`src/cdts_pkg.sv`:
```
// ----------------------------------------------------------------------------
// cdts_pkg
// shared types, constants and calendar tables for the date-to-seconds pipeline
// ----------------------------------------------------------------------------
`timescale 1ns / 1ps

package cdts_pkg;

    localparam int YearW    = 14;
    localparam int MonthW   = 4;
    localparam int DayW     = 5;
    localparam int HourW    = 5;
    localparam int MinuteW  = 6;
    localparam int SecondW  = 6;
    localparam int DaysW    = 22;
    localparam int TodW     = 17;
    localparam int ElapsedW = 39;
    localparam int ProdW    = 27;
    localparam int QuotW    = 8;
    localparam int RemW     = 7;
    localparam int MdayW    = 9;

    localparam logic [YearW-1:0]   YearMax      = 14'd9999;
    localparam logic [MonthW-1:0]  MonthMax     = 4'd12;
    localparam logic [MonthW-1:0]  MonthFeb     = 4'd2;
    localparam logic [HourW-1:0]   HourMax      = 5'd23;
    localparam logic [MinuteW-1:0] MinuteMax    = 6'd59;
    localparam logic [SecondW-1:0] SecondMax    = 6'd59;
    localparam logic [ProdW-1:0]   Recip100     = 27'd5243;
    localparam int                 Recip100Sh   = 19;
    localparam logic [YearW-1:0]   Hundred      = 14'd100;
    localparam logic [RemW-1:0]    RemCentury   = 7'd99;
    localparam logic [DaysW-1:0]   DaysPerYear  = 22'd365;
    localparam logic [TodW-1:0]    SecsPerHour  = 17'd3600;
    localparam logic [TodW-1:0]    SecsPerMin   = 17'd60;
    localparam logic [ElapsedW-1:0] SecsPerDay  = 39'd86400;
    localparam logic [ElapsedW-1:0] ElapsedMax  = 39'd315537897599;

    typedef struct packed {
        logic [SecondW-1:0] second;
        logic [MinuteW-1:0] minute;
        logic [HourW-1:0]   hour;
        logic [DayW-1:0]    day;
        logic [MonthW-1:0]  month;
        logic [YearW-1:0]   year;
    } cdts_in_t;

    typedef struct packed {
        logic             ok;
        logic [DaysW-1:0] days;
        logic [TodW-1:0]  tod;
    } cdts_day_item_t;

    typedef struct packed {
        logic                valid_res;
        logic [ElapsedW-1:0] elapsed_seconds;
    } cdts_out_t;

    function automatic logic [DayW-1:0] month_len(input logic [MonthW-1:0] mo);
        logic [DayW-1:0] len;
        unique case (mo)
            4'd1, 4'd3, 4'd5, 4'd7, 4'd8, 4'd10, 4'd12: len = 5'd31;
            4'd4, 4'd6, 4'd9, 4'd11:                    len = 5'd30;
            4'd2:                                       len = 5'd28;
            default:                                    len = 5'd0;
        endcase
        return len;
    endfunction

    function automatic logic [MdayW-1:0] days_before_month(input logic [MonthW-1:0] mo);
        logic [MdayW-1:0] dbm;
        unique case (mo)
            4'd2:    dbm = 9'd31;
            4'd3:    dbm = 9'd59;
            4'd4:    dbm = 9'd90;
            4'd5:    dbm = 9'd120;
            4'd6:    dbm = 9'd151;
            4'd7:    dbm = 9'd181;
            4'd8:    dbm = 9'd212;
            4'd9:    dbm = 9'd243;
            4'd10:   dbm = 9'd273;
            4'd11:   dbm = 9'd304;
            4'd12:   dbm = 9'd334;
            default: dbm = 9'd0;
        endcase
        return dbm;
    endfunction

endpackage

```
`src/civil_date_to_seconds_top.sv`:
```
// ----------------------------------------------------------------------------
// civil_date_to_seconds_top
// gregorian date and time to seconds since 0001-01-01T00:00:00
//
//   channel   dir   handshake          payload
//   s_        in    s_tvalid/s_tready  s_tdata: year, month, day, hour, minute, second
//   m_        out   m_tvalid/m_tready  m_tuser: valid_res; m_tdata: elapsed_seconds
//
// five register stages, one item per cycle sustained while m_tready stays high
// each stage holds its item when the next one is full and cannot move, bubbles are squeezed out
// a stall on m_ loses and repeats nothing; s_tready falls only when all stages hold
// reset clears the stage valid bits only
// ----------------------------------------------------------------------------
`timescale 1ns / 1ps

module civil_date_to_seconds_top import cdts_pkg::*; (
    input  logic        aclk,
    input  logic        aresetn,
    input  logic        s_tvalid,
    output logic        s_tready,
    input  logic [39:0] s_tdata,   // year, month, day, hour, minute, second
    output logic        m_tvalid,
    input  logic        m_tready,
    output logic [39:0] m_tdata,   // elapsed_seconds, zero pad
    output logic [0:0]  m_tuser    // valid_res
);

    cdts_in_t       in_item;
    cdts_day_item_t day_item;
    cdts_out_t      out_item;
    logic           day_valid;
    logic           day_ready;

    assign in_item = s_tdata;

    cdts_days u_days (
        .aclk      (aclk),
        .aresetn   (aresetn),
        .in_valid  (s_tvalid),
        .in_ready  (s_tready),
        .in_item   (in_item),
        .out_valid (day_valid),
        .out_ready (day_ready),
        .out_item  (day_item)
    );

    cdts_secs u_secs (
        .aclk      (aclk),
        .aresetn   (aresetn),
        .in_valid  (day_valid),
        .in_ready  (day_ready),
        .in_item   (day_item),
        .out_valid (m_tvalid),
        .out_ready (m_tready),
        .out_item  (out_item)
    );

    assign m_tdata = {1'b0, out_item.elapsed_seconds};
    assign m_tuser = out_item.valid_res;

    a_invalid_zero: assert property (@(posedge aclk) disable iff (!aresetn)
        m_tvalid && !m_tuser[0] |-> m_tdata == '0)
        else $error("invalid item with nonzero count");

    a_count_range: assert property (@(posedge aclk) disable iff (!aresetn)
        m_tvalid |-> m_tdata[ElapsedW-1:0] <= ElapsedMax)
        else $error("elapsed seconds beyond last representable date");

    a_ready_full: assert property (@(posedge aclk) disable iff (!aresetn)
        !s_tready |-> m_tvalid && !m_tready)
        else $error("input stalled while pipeline can move");

endmodule

```
`src/cdts_days.sv`:
```
// ----------------------------------------------------------------------------
// cdts_days
// three-stage calendar front end: range checks, leap year, day count, time of day
// ----------------------------------------------------------------------------
`timescale 1ns / 1ps

module cdts_days import cdts_pkg::*; (
    input  logic           aclk,
    input  logic           aresetn,
    input  logic           in_valid,
    output logic           in_ready,
    input  cdts_in_t       in_item,
    output logic           out_valid,
    input  logic           out_ready,
    output cdts_day_item_t out_item
);

    // stage 1
    logic               v1_reg;
    logic               ok1_reg;
    logic [YearW-1:0]   py1_reg;
    logic [ProdW-1:0]   prod1_reg;
    logic [MonthW-1:0]  mo1_reg;
    logic [DayW-1:0]    d1_reg;
    logic [HourW-1:0]   h1_reg;
    logic [MinuteW-1:0] mi1_reg;
    logic [SecondW-1:0] s1_reg;
    logic               ok1_next;
    logic [YearW-1:0]   py1_next;

    // stage 2
    logic               v2_reg;
    logic               ok2_reg;
    logic [DaysW-1:0]   yday2_reg;
    logic [MdayW-1:0]   mday2_reg;
    logic [TodW-1:0]    tod2_reg;
    logic [QuotW-1:0]   q100;
    logic [RemW-1:0]    rem100;
    logic               leap;
    logic [DayW:0]      limit;
    logic               ok2_next;
    logic [DaysW-1:0]   yday2_next;
    logic [MdayW-1:0]   mday2_next;
    logic [TodW-1:0]    tod2_next;

    // stage 3
    logic               v3_reg;
    cdts_day_item_t     item3_reg;

    logic rdy1, rdy2, rdy3;

    assign rdy3     = !v3_reg || out_ready;
    assign rdy2     = !v2_reg || rdy3;
    assign rdy1     = !v1_reg || rdy2;
    assign in_ready = rdy1;

    always_comb begin
        ok1_next = (in_item.year != '0) && (in_item.year <= YearMax) &&
                   (in_item.month != '0) && (in_item.month <= MonthMax) &&
                   (in_item.day != '0) && (in_item.hour <= HourMax) &&
                   (in_item.minute <= MinuteMax) && (in_item.second <= SecondMax);
        py1_next = in_item.year - YearW'(1);
    end

    always_ff @(posedge aclk) begin
        if (!aresetn) begin
            v1_reg <= 1'b0;
        end else if (rdy1) begin
            v1_reg <= in_valid;
        end
        if (rdy1 && in_valid) begin
            ok1_reg   <= ok1_next;
            py1_reg   <= py1_next;
            prod1_reg <= ProdW'(py1_next) * Recip100;
            mo1_reg   <= in_item.month;
            d1_reg    <= in_item.day;
            h1_reg    <= in_item.hour;
            mi1_reg   <= in_item.minute;
            s1_reg    <= in_item.second;
        end
    end

    // py / 100 from the reciprocal product, py / 400 = (py / 100) / 4
    always_comb begin
        q100   = prod1_reg[Recip100Sh +: QuotW];
        rem100 = RemW'(py1_reg - YearW'(Hundred * YearW'(q100)));
        leap   = ((rem100 == RemCentury) && (q100[1:0] == 2'b11)) ||
                 ((py1_reg[1:0] == 2'b11) && (rem100 != RemCentury));
        limit  = {1'b0, month_len(mo1_reg)} +
                 (DayW+1)'((mo1_reg == MonthFeb) && leap);
        ok2_next   = ok1_reg && ({1'b0, d1_reg} <= limit);
        yday2_next = DaysPerYear * DaysW'(py1_reg) + DaysW'(py1_reg[YearW-1:2]) -
                     DaysW'(q100) + DaysW'(q100[QuotW-1:2]);
        mday2_next = days_before_month(mo1_reg) +
                     MdayW'((mo1_reg > MonthFeb) && leap) +
                     MdayW'(d1_reg) - MdayW'(1);
        tod2_next  = SecsPerHour * TodW'(h1_reg) + SecsPerMin * TodW'(mi1_reg) +
                     TodW'(s1_reg);
    end

    always_ff @(posedge aclk) begin
        if (!aresetn) begin
            v2_reg <= 1'b0;
        end else if (rdy2) begin
            v2_reg <= v1_reg;
        end
        if (rdy2 && v1_reg) begin
            ok2_reg   <= ok2_next;
            yday2_reg <= yday2_next;
            mday2_reg <= mday2_next;
            tod2_reg  <= tod2_next;
        end
    end

    always_ff @(posedge aclk) begin
        if (!aresetn) begin
            v3_reg <= 1'b0;
        end else if (rdy3) begin
            v3_reg <= v2_reg;
        end
        if (rdy3 && v2_reg) begin
            item3_reg.ok   <= ok2_reg;
            item3_reg.days <= yday2_reg + DaysW'(mday2_reg);
            item3_reg.tod  <= tod2_reg;
        end
    end

    assign out_valid = v3_reg;
    assign out_item  = item3_reg;

endmodule

```
`src/cdts_secs.sv`:
```
// ----------------------------------------------------------------------------
// cdts_secs
// two-stage back end: days times seconds per day, then time of day and zeroing
// ----------------------------------------------------------------------------
`timescale 1ns / 1ps

module cdts_secs import cdts_pkg::*; (
    input  logic           aclk,
    input  logic           aresetn,
    input  logic           in_valid,
    output logic           in_ready,
    input  cdts_day_item_t in_item,
    output logic           out_valid,
    input  logic           out_ready,
    output cdts_out_t      out_item
);

    logic                v4_reg;
    logic                ok4_reg;
    logic [ElapsedW-1:0] prod4_reg;
    logic [TodW-1:0]     tod4_reg;
    logic                v5_reg;
    cdts_out_t           out5_reg;
    logic                rdy4, rdy5;

    assign rdy5     = !v5_reg || out_ready;
    assign rdy4     = !v4_reg || rdy5;
    assign in_ready = rdy4;

    always_ff @(posedge aclk) begin
        if (!aresetn) begin
            v4_reg <= 1'b0;
        end else if (rdy4) begin
            v4_reg <= in_valid;
        end
        if (rdy4 && in_valid) begin
            ok4_reg   <= in_item.ok;
            prod4_reg <= ElapsedW'(in_item.days) * SecsPerDay;
            tod4_reg  <= in_item.tod;
        end
    end

    always_ff @(posedge aclk) begin
        if (!aresetn) begin
            v5_reg <= 1'b0;
        end else if (rdy5) begin
            v5_reg <= v4_reg;
        end
        if (rdy5 && v4_reg) begin
            out5_reg.valid_res       <= ok4_reg;
            out5_reg.elapsed_seconds <= ok4_reg ? prod4_reg + ElapsedW'(tod4_reg) : '0;
        end
    end

    assign out_valid = v5_reg;
    assign out_item  = out5_reg;

endmodule

```
`config.mk`:
```
export PLATFORM = sky130hd
export DESIGN_NAME = civil_date_to_seconds_top
export DESIGN_NICKNAME = d
export VERILOG_FILES = /design/src/cdts_pkg.sv /design/src/civil_date_to_seconds_top.sv /design/src/cdts_days.sv /design/src/cdts_secs.sv
export SDC_FILE = /design/constraint.sdc
export NUM_CORES = 1
export LEC_CHECK = 0
export BUFFER_PORTS_ARGS = -buffer_cell sky130_fd_sc_hd__buf_2
export CORE_MARGIN = 1.5
export CORE_UTILIZATION = 28
export CTS_BUF_LIST = sky130_fd_sc_hd__clkbuf_16
export CTS_CLUSTER_SIZE = 30
export DETAILED_ROUTE_END_ITERATION = 10
export PLACE_DENSITY = 0.49
export SYNTH_ARGS = -nofsm -noshare
export SYNTH_HDL_FRONTEND = slang
export SYNTH_HIERARCHICAL = 1
export SYNTH_SLANG_ARGS = --single-unit
export TNS_END_PERCENT = 30
```
`constraint.sdc`:
```
create_clock -name aclk -period 14.3 [get_ports aclk]
set_input_delay 2.86 -clock aclk [delete_from_list [all_inputs] [get_ports aclk]]
set_output_delay 2.86 -clock aclk [all_outputs]
set_load 0.1 [all_outputs]
```
== Word level (Yosys, flattened, before mapping) ==
Memories as Yosys holds them, arrays and structs flattened. A register that Yosys moved wholly into a read port is not among the register bits.
Cells that the tools add are included.
Word-level totals
  bits in read-only memories: 224
  latch bits: 0
  word-level logic and storage cells: 91
  output and inout port bits: 43
  flip-flop bits (word level): 252
  memory bits (writable): 0
  input bits: 44
  memories: 2
Cells by class
  reductions and logical operators: 31
  shift-type cells: 0
  bitwise logic cells: 0
  $mul: 6
  order comparisons: 7
  div/mod/pow operators: 0
  equality and inequality tests: 5
  $add $sub $neg: 13
  multiplexer cells: 2
Memories
  (name not given): depth 16, bits a word 9, read ports 1, clocked after memory_dff 1, wr ports 0, line cdts_pkg.sv:72  | unique case (mo)
  (name not given): depth 16, bits a word 5, read ports 1, clocked after memory_dff 1, wr ports 0, line cdts_pkg.sv:61  | unique case (mo)
Operators with widths (number)
  adder 39 x 17 -> 39 bit: 1
  multiplier 22 x 10 -> 32 bit, second input constant: 1
  multiplier 14 x 13 -> 27 bit, second input constant: 1
  adder 22 x 12 -> 22 bit: 1
  adder 22 x 6 -> 22 bit: 1
  adder 22 x 9 -> 22 bit: 1
  multiplier 9 x 14 -> 22 bit, first input constant: 1
  subtractor 22 x 8 -> 22 bit: 1
  adder 17 x 12 -> 17 bit: 1
  adder 17 x 6 -> 17 bit: 1
  logical AND 1 bit: 17
  less-or-equal comparator 14 bit, second input constant: 1
  nonzero test 14 bit: 1
  subtractor 14 x 1 -> 14 bit, second input constant: 1
  multiplier 8 x 5 -> 13 bit, first input constant: 1
  less-or-equal comparator 6 bit, second input constant: 2
  multiplier 4 x 6 -> 10 bit, first input constant: 1
  adder 9 x 1 -> 9 bit: 1
  adder 9 x 5 -> 9 bit: 1
  subtractor 9 x 1 -> 9 bit, second input constant: 1
  multiplier 5 x 8 -> 5 bit, first input constant: 1
  2-to-1 mux 4 bit: 2
  == test 7 bit, second input constant: 1
  inequality test 7 bit, second input constant: 1
  other kinds (12): 22

== Longest topological paths before layout ==
  depth after elaboration: 9
  depth in mapped cells: 25
  depth with buffers taken out: 25

== By module ==
The synthesis kept the hierarchy.
By module, submodules not included
  cdts_days: sequential area each 4444.3 um^2, instances 1, cells an instance 1374, area each 15259.6 um^2
  cdts_secs: sequential area each 2742.6 um^2, instances 1, cells an instance 685, area each 7608.5 um^2
  civil_date_to_seconds_top: sequential area each 0.0 um^2, instances 1, cells an instance 2, area each 11.3 um^2

== Least setup slack after synthesis ==
OpenSTA, ideal clock, no wires.
  path type: input to register
  from: input s_tdata[4]
  to: register u_days.prod1_reg[24], data pin
  path buffers: 0
  path slack: 5.476 ns
  setup time: 0.262 ns
  data required time: 14.038 ns
  cell stages on the path: 22
  arrival: 8.562 ns
  cell sequence: or4_4 -> nor4_2 -> and2b_1 -> and2b_2 -> xor2_2 -> inv_2 -> fa_1 -> inv_1 -> ha_1 -> fa_1 -> fa_1 -> inv_1 -> fa_1 -> inv_1 -> ha_1 -> a2111oi_0 -> o21ai_0 -> o21a_1 -> a21o_1 -> a221oi_2 -> o21ai_1 -> xor2_1
On the way
  word-level cells in the longest chain between the ends: 2
Ends and longest elaborated chain
  start, declared: line civil_date_to_seconds_top.sv:21  | input logic [39:0] s_tdata,
  subtractor 14 x 1 -> 14 bit: line cdts_days.sv:62  | py1_next = in_item.year - YearW'(1);
  net u_days.py1_next[12]: line cdts_days.sv:29  | logic [YearW-1:0] py1_next;
  multiplier 14 x 13 -> 27 bit: line cdts_days.sv:74  | prod1_reg <= ProdW'(py1_next) * Recip100;
  end signal, assigned: line cdts_days.sv:74
  end, declared: line cdts_days.sv:22  | logic [ProdW-1:0] prod1_reg;
The timed path passes the listed nets, and every way through them passes these cells.
A chain may end at the register's enable or synchronous reset.

== Worst setup path after layout ==
  from: input s_tdata[1]
  to: register u_days.prod1_reg[24], data pin
Same word-level chain as after synthesis.

==> report_table.html <==
<table>
<tr><th>Metric</th><th>Value</th></tr>
<tr><th colspan="2">Floorplan</th></tr>
<tr><td>CORE AREA</td><td>80,680 sq um</td></tr>
<tr><td>Count of pins on the block boundary</td><td>87</td></tr>
<tr><td>Height of the die</td><td>288.9 microns</td></tr>
<tr><td>Total Die Area</td><td>roughly 83,000 sq um</td></tr>
<tr><td>Horizontal extent of the die</td><td>between 200 and 300 microns</td></tr>
<tr><td>Placement Rows</td><td>104</td></tr>
<tr><td>Initial Util</td><td>around 28%</td></tr>
<tr><th colspan="2">Synth</th></tr>
<tr><td>Top_reg_cell synth</td><td>sky130_fd_sc_hd__edfxtp_1</td></tr>
<tr><td>Post-synthesis instance total</td><td>2,061</td></tr>
<tr><td>Synthesized area per cell</td><td>roughly 11 sq um</td></tr>
<tr><td>Post-synth net total</td><td>around 2,700</td></tr>
<tr><td>Cell area after synthesis</td><td>about 23,000 sq um</td></tr>
<tr><td>Dominant combinational cell family by area after synthesis</td><td>adder cells</td></tr>
<tr><td>Area fraction in compound gates after synthesis</td><td>8.887%</td></tr>
<tr><td>Area share of the largest cell type after synthesis</td><td>between 20% and 30%</td></tr>
<tr><td>Number of enable flip-flop cells after synthesis</td><td>between 200 and 250</td></tr>
<tr><td>Simple-Gate Fraction of Synth Area</td><td>between 7 and 8%</td></tr>
<tr><td>Share of the synthesized netlist area taken by xor and xnor gates</td><td>between 6 and 7%</td></tr>
<tr><td>Post-synth top area cell</td><td>sky130_fd_sc_hd__edfxtp_1</td></tr>
<tr><td>Number of synthesized register bits</td><td>around 250</td></tr>
<tr><td>Post-synth cell types</td><td>83</td></tr>
<tr><td>Main area contributors after synthesis</td><td>sky130_fd_sc_hd__edfxtp_1 (30%), sky130_fd_sc_hd__ha_1 (21%), sky130_fd_sc_hd__fa_1 (18%)</td></tr>
<tr><td>Warnings from Yosys</td><td>6</td></tr>
<tr><td>Share of async-settable or async-resettable flops after synthesis</td><td>0%</td></tr>
<tr><td>Mux share of post-synthesis cell area</td><td>less than 1%</td></tr>
<tr><td>Sequential fraction of the synthesis area</td><td>between 30% and 40%</td></tr>
<tr><td>Arithmetic-cell share of the synthesized area counting full adders, half adders and majority gates</td><td>approximately two fifths</td></tr>
<tr><th colspan="2">Global routing</th></tr>
<tr><td>Via count of the first global-routing pass</td><td>~15,000</td></tr>
<tr><td>Global-route wire length before repair</td><td>approximately 75 mm</td></tr>
<tr><td>Largest net degree at the start of global routing</td><td>51</td></tr>
<tr><td>Number of antenna violations at the first check in global routing</td><td>0</td></tr>
<tr><td>Overall routing resource usage</td><td>10.87%</td></tr>
<tr><td>GRT overflow</td><td>0</td></tr>
<tr><th colspan="2">Clock tree</th></tr>
<tr><td>Hold-fix buffer count after cts</td><td>0</td></tr>
<tr><td>Number of buffers added by the clock tree synthesis step</td><td>31</td></tr>
<tr><td>CTS tree</td><td>done</td></tr>
<tr><td>Clock Path Buffers</td><td>3</td></tr>
<tr><td>Setup Fix Bufs, Post-CTS</td><td>0</td></tr>
<tr><td>Master cell of the clock root buffer</td><td>sky130_fd_sc_hd__clkbuf_16</td></tr>
<tr><td>Clock tree sinks</td><td>around 250</td></tr>
<tr><td>H-tree level count</td><td>1</td></tr>
<tr><td>Later-pin clock latency in the skew report</td><td>around 0.59 ns</td></tr>
<tr><td>CTS resizes</td><td>0</td></tr>
<tr><td>Clock-pin transition on the worst setup and hold timing paths</td><td>about 0.06 ns</td></tr>
<tr><th colspan="2">Timing</th></tr>
<tr><td>Final setup violation count</td><td>0</td></tr>
<tr><td>Clock tree skew after final layout</td><td>just under 0.02 ns</td></tr>
<tr><td>Fmax</td><td>between 0.1 and 0.15 GHz</td></tr>
<tr><td>Final-report hold violation count</td><td>0</td></tr>
<tr><td>Final worst path period share</td><td>approximately 64%</td></tr>
<tr><td>Transition time of the tightest slew-check pin</td><td>approximately 1.2 ns</td></tr>
<tr><td>Total Negative Setup Slacks</td><td>0 ns</td></tr>
<tr><td>Unrepaired setup endpoints after global routing</td><td>no</td></tr>
<tr><td>Worst hold slack</td><td>0.4082 ns</td></tr>
<tr><td>Final slew viol count</td><td>0</td></tr>
<tr><td>Final worst path period need</td><td>9.082 ns</td></tr>
<tr><td>Normalized max-slew margin</td><td>between 20% and 30%</td></tr>
<tr><th colspan="2">Route</th></tr>
<tr><td>Drt initial violations</td><td>about 480</td></tr>
<tr><td>Wire length after detailed routing</td><td>about 44 mm</td></tr>
<tr><td>Routed WL per cell</td><td>13.72 microns</td></tr>
<tr><td>Total iterations of the first detailed-routing run</td><td>10</td></tr>
<tr><td>Total vias in the final route</td><td>about 14,000</td></tr>
<tr><td>Post-route antenna net violation count</td><td>0</td></tr>
<tr><td>Via/cell ratio</td><td>between 4 and 5</td></tr>
<tr><td>DRC violation count after routing</td><td>1</td></tr>
<tr><th colspan="2">Critical path</th></tr>
<tr><td>Critical-path top delay cell</td><td>sky130_fd_sc_hd__xor2_1</td></tr>
<tr><td>Critical Path Sink Type</td><td>flip-flop</td></tr>
<tr><td>CP Launch Type</td><td>primary input</td></tr>
<tr><td>Critical path's largest stage delay</td><td>0.60 ns</td></tr>
<tr><td>Crit path arrival time</td><td>~9.4 ns</td></tr>
<tr><td>Buf+Inv Stages, Crit Path</td><td>6</td></tr>
<tr><td>Register-to-Register Path Depth</td><td>16</td></tr>
<tr><td>Crit path max fanout</td><td>6</td></tr>
<tr><td>Critical Path Stages</td><td>25</td></tr>
<tr><td>Critical path class</td><td>primary input to flip-flop</td></tr>
<tr><td>Cell repeated most along the worst path</td><td>sky130_fd_sc_hd__inv_1</td></tr>
<tr><td>Largest delay contributor family on the critical path</td><td>adder cells</td></tr>
<tr><td>Crit path required time</td><td>around 15 ns</td></tr>
<tr><th colspan="2">Placed design</th></tr>
<tr><td>Number of instances in the placed design</td><td>about 3,200</td></tr>
<tr><td>Post-detail-place hpwl</td><td>~37 mm</td></tr>
<tr><td>Input/output buffers</td><td>85</td></tr>
<tr><td>Final weighted congestion in routability-driven placement</td><td>0.8481</td></tr>
<tr><th colspan="2">Finish</th></tr>
<tr><td>Fillers</td><td>roughly 8,300</td></tr>
<tr><td>Sequential Area</td><td>slightly above 7000 sq um</td></tr>
<tr><td>Total inserted antenna cells</td><td>0</td></tr>
<tr><td>Layout-stage area growth over the synthesis result</td><td>11.79%</td></tr>
<tr><td>Net count reported at finish</td><td>~2,800</td></tr>
<tr><td>Area of the multi-input gates</td><td>14,060 sq um</td></tr>
<tr><td>Fraction of final layout cells sized beyond drive strength 1</td><td>7.608%</td></tr>
<tr><td>Number of standard cells in the layout, taps in and fillers out</td><td>about 3,200</td></tr>
<tr><th colspan="2">Min path</th></tr>
<tr><td>Min-Delay Path Depth</td><td>0</td></tr>
<tr><td>Worst hold path type</td><td>flip-flop to flip-flop</td></tr>
<tr><th colspan="2">Outcome</th></tr>
<tr><td>Status</td><td>complete, but fails checks</td></tr>
<tr><td>Violations in the final reports</td><td>design-rule violations</td></tr>
<tr><th colspan="2">Job</th></tr>
<tr><td>Number of violations of the max-capacitance limit</td><td>0</td></tr>
</table>
cell families after synthesis:
family	Yosys count
xor gates and xnor gates	159
AOI/OAI and AO/OA	317
buffers and inverters	440
muxes	6
adders and majority gates	589
DFF	245
other	1
and+or+nand+nor	304
cell type report:
class,instances,share of cell area (%)
Clock buffer,31,3.033
Tap cell,1060,5.186
Inverter,416,6.105
Clock inverter,27,0.8904
Timing Repair Buffer,87,1.722
Multi-Input combinational cell,1376,54.96
Sequential cell,245,28.10
path summary, 6_finish.rpt:
check | startpoint | slack [ns] | end
worst min-delay path | u_days/tod2_reg[15]$_DFFE_PP_ | 0.41 | u_days/out_item[15]$_DFFE_PP_
worst max-delay path | s_tdata[1] | 5.22 | u_days/prod1_reg[24]$_DFFE_PP_
worst min register to register | u_days/tod2_reg[15]$_DFFE_PP_ | 0.41 | u_days/out_item[15]$_DFFE_PP_
worst max register to register | u_days/py1_reg[6]$_DFFE_PP_ | 8.95 | u_days/yday2_reg[18]$_DFFE_PP_
cell usage after synthesis, types with 5 or more instances:
cell                        number
sky130_fd_sc_hd__nand3_1        29
sky130_fd_sc_hd__o21bai_1       15
sky130_fd_sc_hd__a31oi_1         5
sky130_fd_sc_hd__a21boi_0        5
sky130_fd_sc_hd__a211oi_1        7
sky130_fd_sc_hd__xnor2_1       100
sky130_fd_sc_hd__dfxtp_1        17
sky130_fd_sc_hd__nand2_1        74
sky130_fd_sc_hd__nand2b_1       15
sky130_fd_sc_hd__edfxtp_1      228
sky130_fd_sc_hd__and2_1         36
sky130_fd_sc_hd__o21ai_0        55
sky130_fd_sc_hd__nand4_1        21
sky130_fd_sc_hd__a21oi_1       104
sky130_fd_sc_hd__ha_1          386
sky130_fd_sc_hd__o211ai_1        6
sky130_fd_sc_hd__a21o_1         51
sky130_fd_sc_hd__clkbuf_1       21
sky130_fd_sc_hd__fa_1          203
sky130_fd_sc_hd__nor3_1         16
sky130_fd_sc_hd__o21a_1         22
sky130_fd_sc_hd__a2111oi_0       5
sky130_fd_sc_hd__and4_1          7
sky130_fd_sc_hd__nor2_1         45
sky130_fd_sc_hd__and3_1         16
sky130_fd_sc_hd__inv_1         413
sky130_fd_sc_hd__nor2b_1        22
sky130_fd_sc_hd__xor2_1         57
cells in the final DEF, fill, tap and decap left out, types with 4 or more instances in the layout:
| master | n |
|---|---|
| sky130_fd_sc_hd__inv_1 | 417 |
| sky130_fd_sc_hd__ha_1 | 386 |
| sky130_fd_sc_hd__edfxtp_1 | 228 |
| sky130_fd_sc_hd__fa_1 | 203 |
| sky130_fd_sc_hd__a21oi_1 | 104 |
| sky130_fd_sc_hd__xnor2_1 | 100 |
| sky130_fd_sc_hd__buf_2 | 85 |
| sky130_fd_sc_hd__nand2_1 | 74 |
| sky130_fd_sc_hd__xor2_1 | 57 |
| sky130_fd_sc_hd__o21ai_0 | 55 |
| sky130_fd_sc_hd__a21o_1 | 51 |
| sky130_fd_sc_hd__nor2_1 | 45 |
| sky130_fd_sc_hd__and2_1 | 35 |
| sky130_fd_sc_hd__clkbuf_16 | 31 |
| sky130_fd_sc_hd__nand3_1 | 29 |
| sky130_fd_sc_hd__o21a_1 | 22 |
| sky130_fd_sc_hd__nand4_1 | 21 |
| sky130_fd_sc_hd__nor2b_1 | 20 |
| sky130_fd_sc_hd__dfxtp_1 | 17 |
| sky130_fd_sc_hd__nor3_1 | 16 |
| sky130_fd_sc_hd__and3_1 | 16 |
| sky130_fd_sc_hd__nand2b_1 | 15 |
| sky130_fd_sc_hd__o21bai_1 | 15 |
| sky130_fd_sc_hd__and4_1 | 7 |
| sky130_fd_sc_hd__a211oi_1 | 7 |
| sky130_fd_sc_hd__o211ai_1 | 6 |
| sky130_fd_sc_hd__clkinv_1 | 5 |
| sky130_fd_sc_hd__a2111oi_0 | 5 |
| sky130_fd_sc_hd__a31oi_1 | 5 |
| sky130_fd_sc_hd__clkinv_2 | 4 |
| sky130_fd_sc_hd__a211o_1 | 4 |
| sky130_fd_sc_hd__inv_2 | 4 |
| sky130_fd_sc_hd__o21ai_1 | 4 |
| sky130_fd_sc_hd__a21boi_0 | 4 |
worst reg2reg max path, stage by stage, from the launching register on:
cell and delay [ns]:
sky130_fd_sc_hd__edfxtp_1 0.69, sky130_fd_sc_hd__inv_1 0.17, sky130_fd_sc_hd__ha_1 0.36, sky130_fd_sc_hd__fa_1 0.54
sky130_fd_sc_hd__inv_1 0.05, sky130_fd_sc_hd__fa_1 0.49, sky130_fd_sc_hd__inv_1 0.06, sky130_fd_sc_hd__fa_1 0.53
sky130_fd_sc_hd__inv_1 0.05, sky130_fd_sc_hd__fa_1 0.42, sky130_fd_sc_hd__ha_1 0.37, sky130_fd_sc_hd__a21o_1 0.24
sky130_fd_sc_hd__a21oi_1 0.14, sky130_fd_sc_hd__o21ai_0 0.14, sky130_fd_sc_hd__a2111oi_0 0.56, sky130_fd_sc_hd__o21bai_1 0.13
sky130_fd_sc_hd__xor2_1 0.16
metal layers:
layer / share of wire, % / wire [microns] / GRT usage (%) / vias up
li1: - / - / - / 7134
met4: 2.6 / 1175 / 2.865 / 0
met1: 46 / 20530 / 13.77 / 6710
met2: 49 / 21870 / 19.58 / 143
met5: 0 / 0 / 0 / -
met3: 2.1 / 919 / 1.157 / 58
stage by stage:
stage / util, % / setup slack [ns] / cell area [sq um]
2_1_floorplan: - / 5.476 / 22880
3_3_place_gp: 30.46 / 4.802 / 24570
3_5_place_dp: 30.46 / 4.675 / 24570
4_1_cts: 31.70 / 5.279 / 25580
5_1_grt: 31.70 / 4.902 / 25580
6_report: 31.70 / 5.218 / 25580
Power is not shown: default switching activity piles up to over one toggle a cycle in this logic, so the estimate is an artifact.
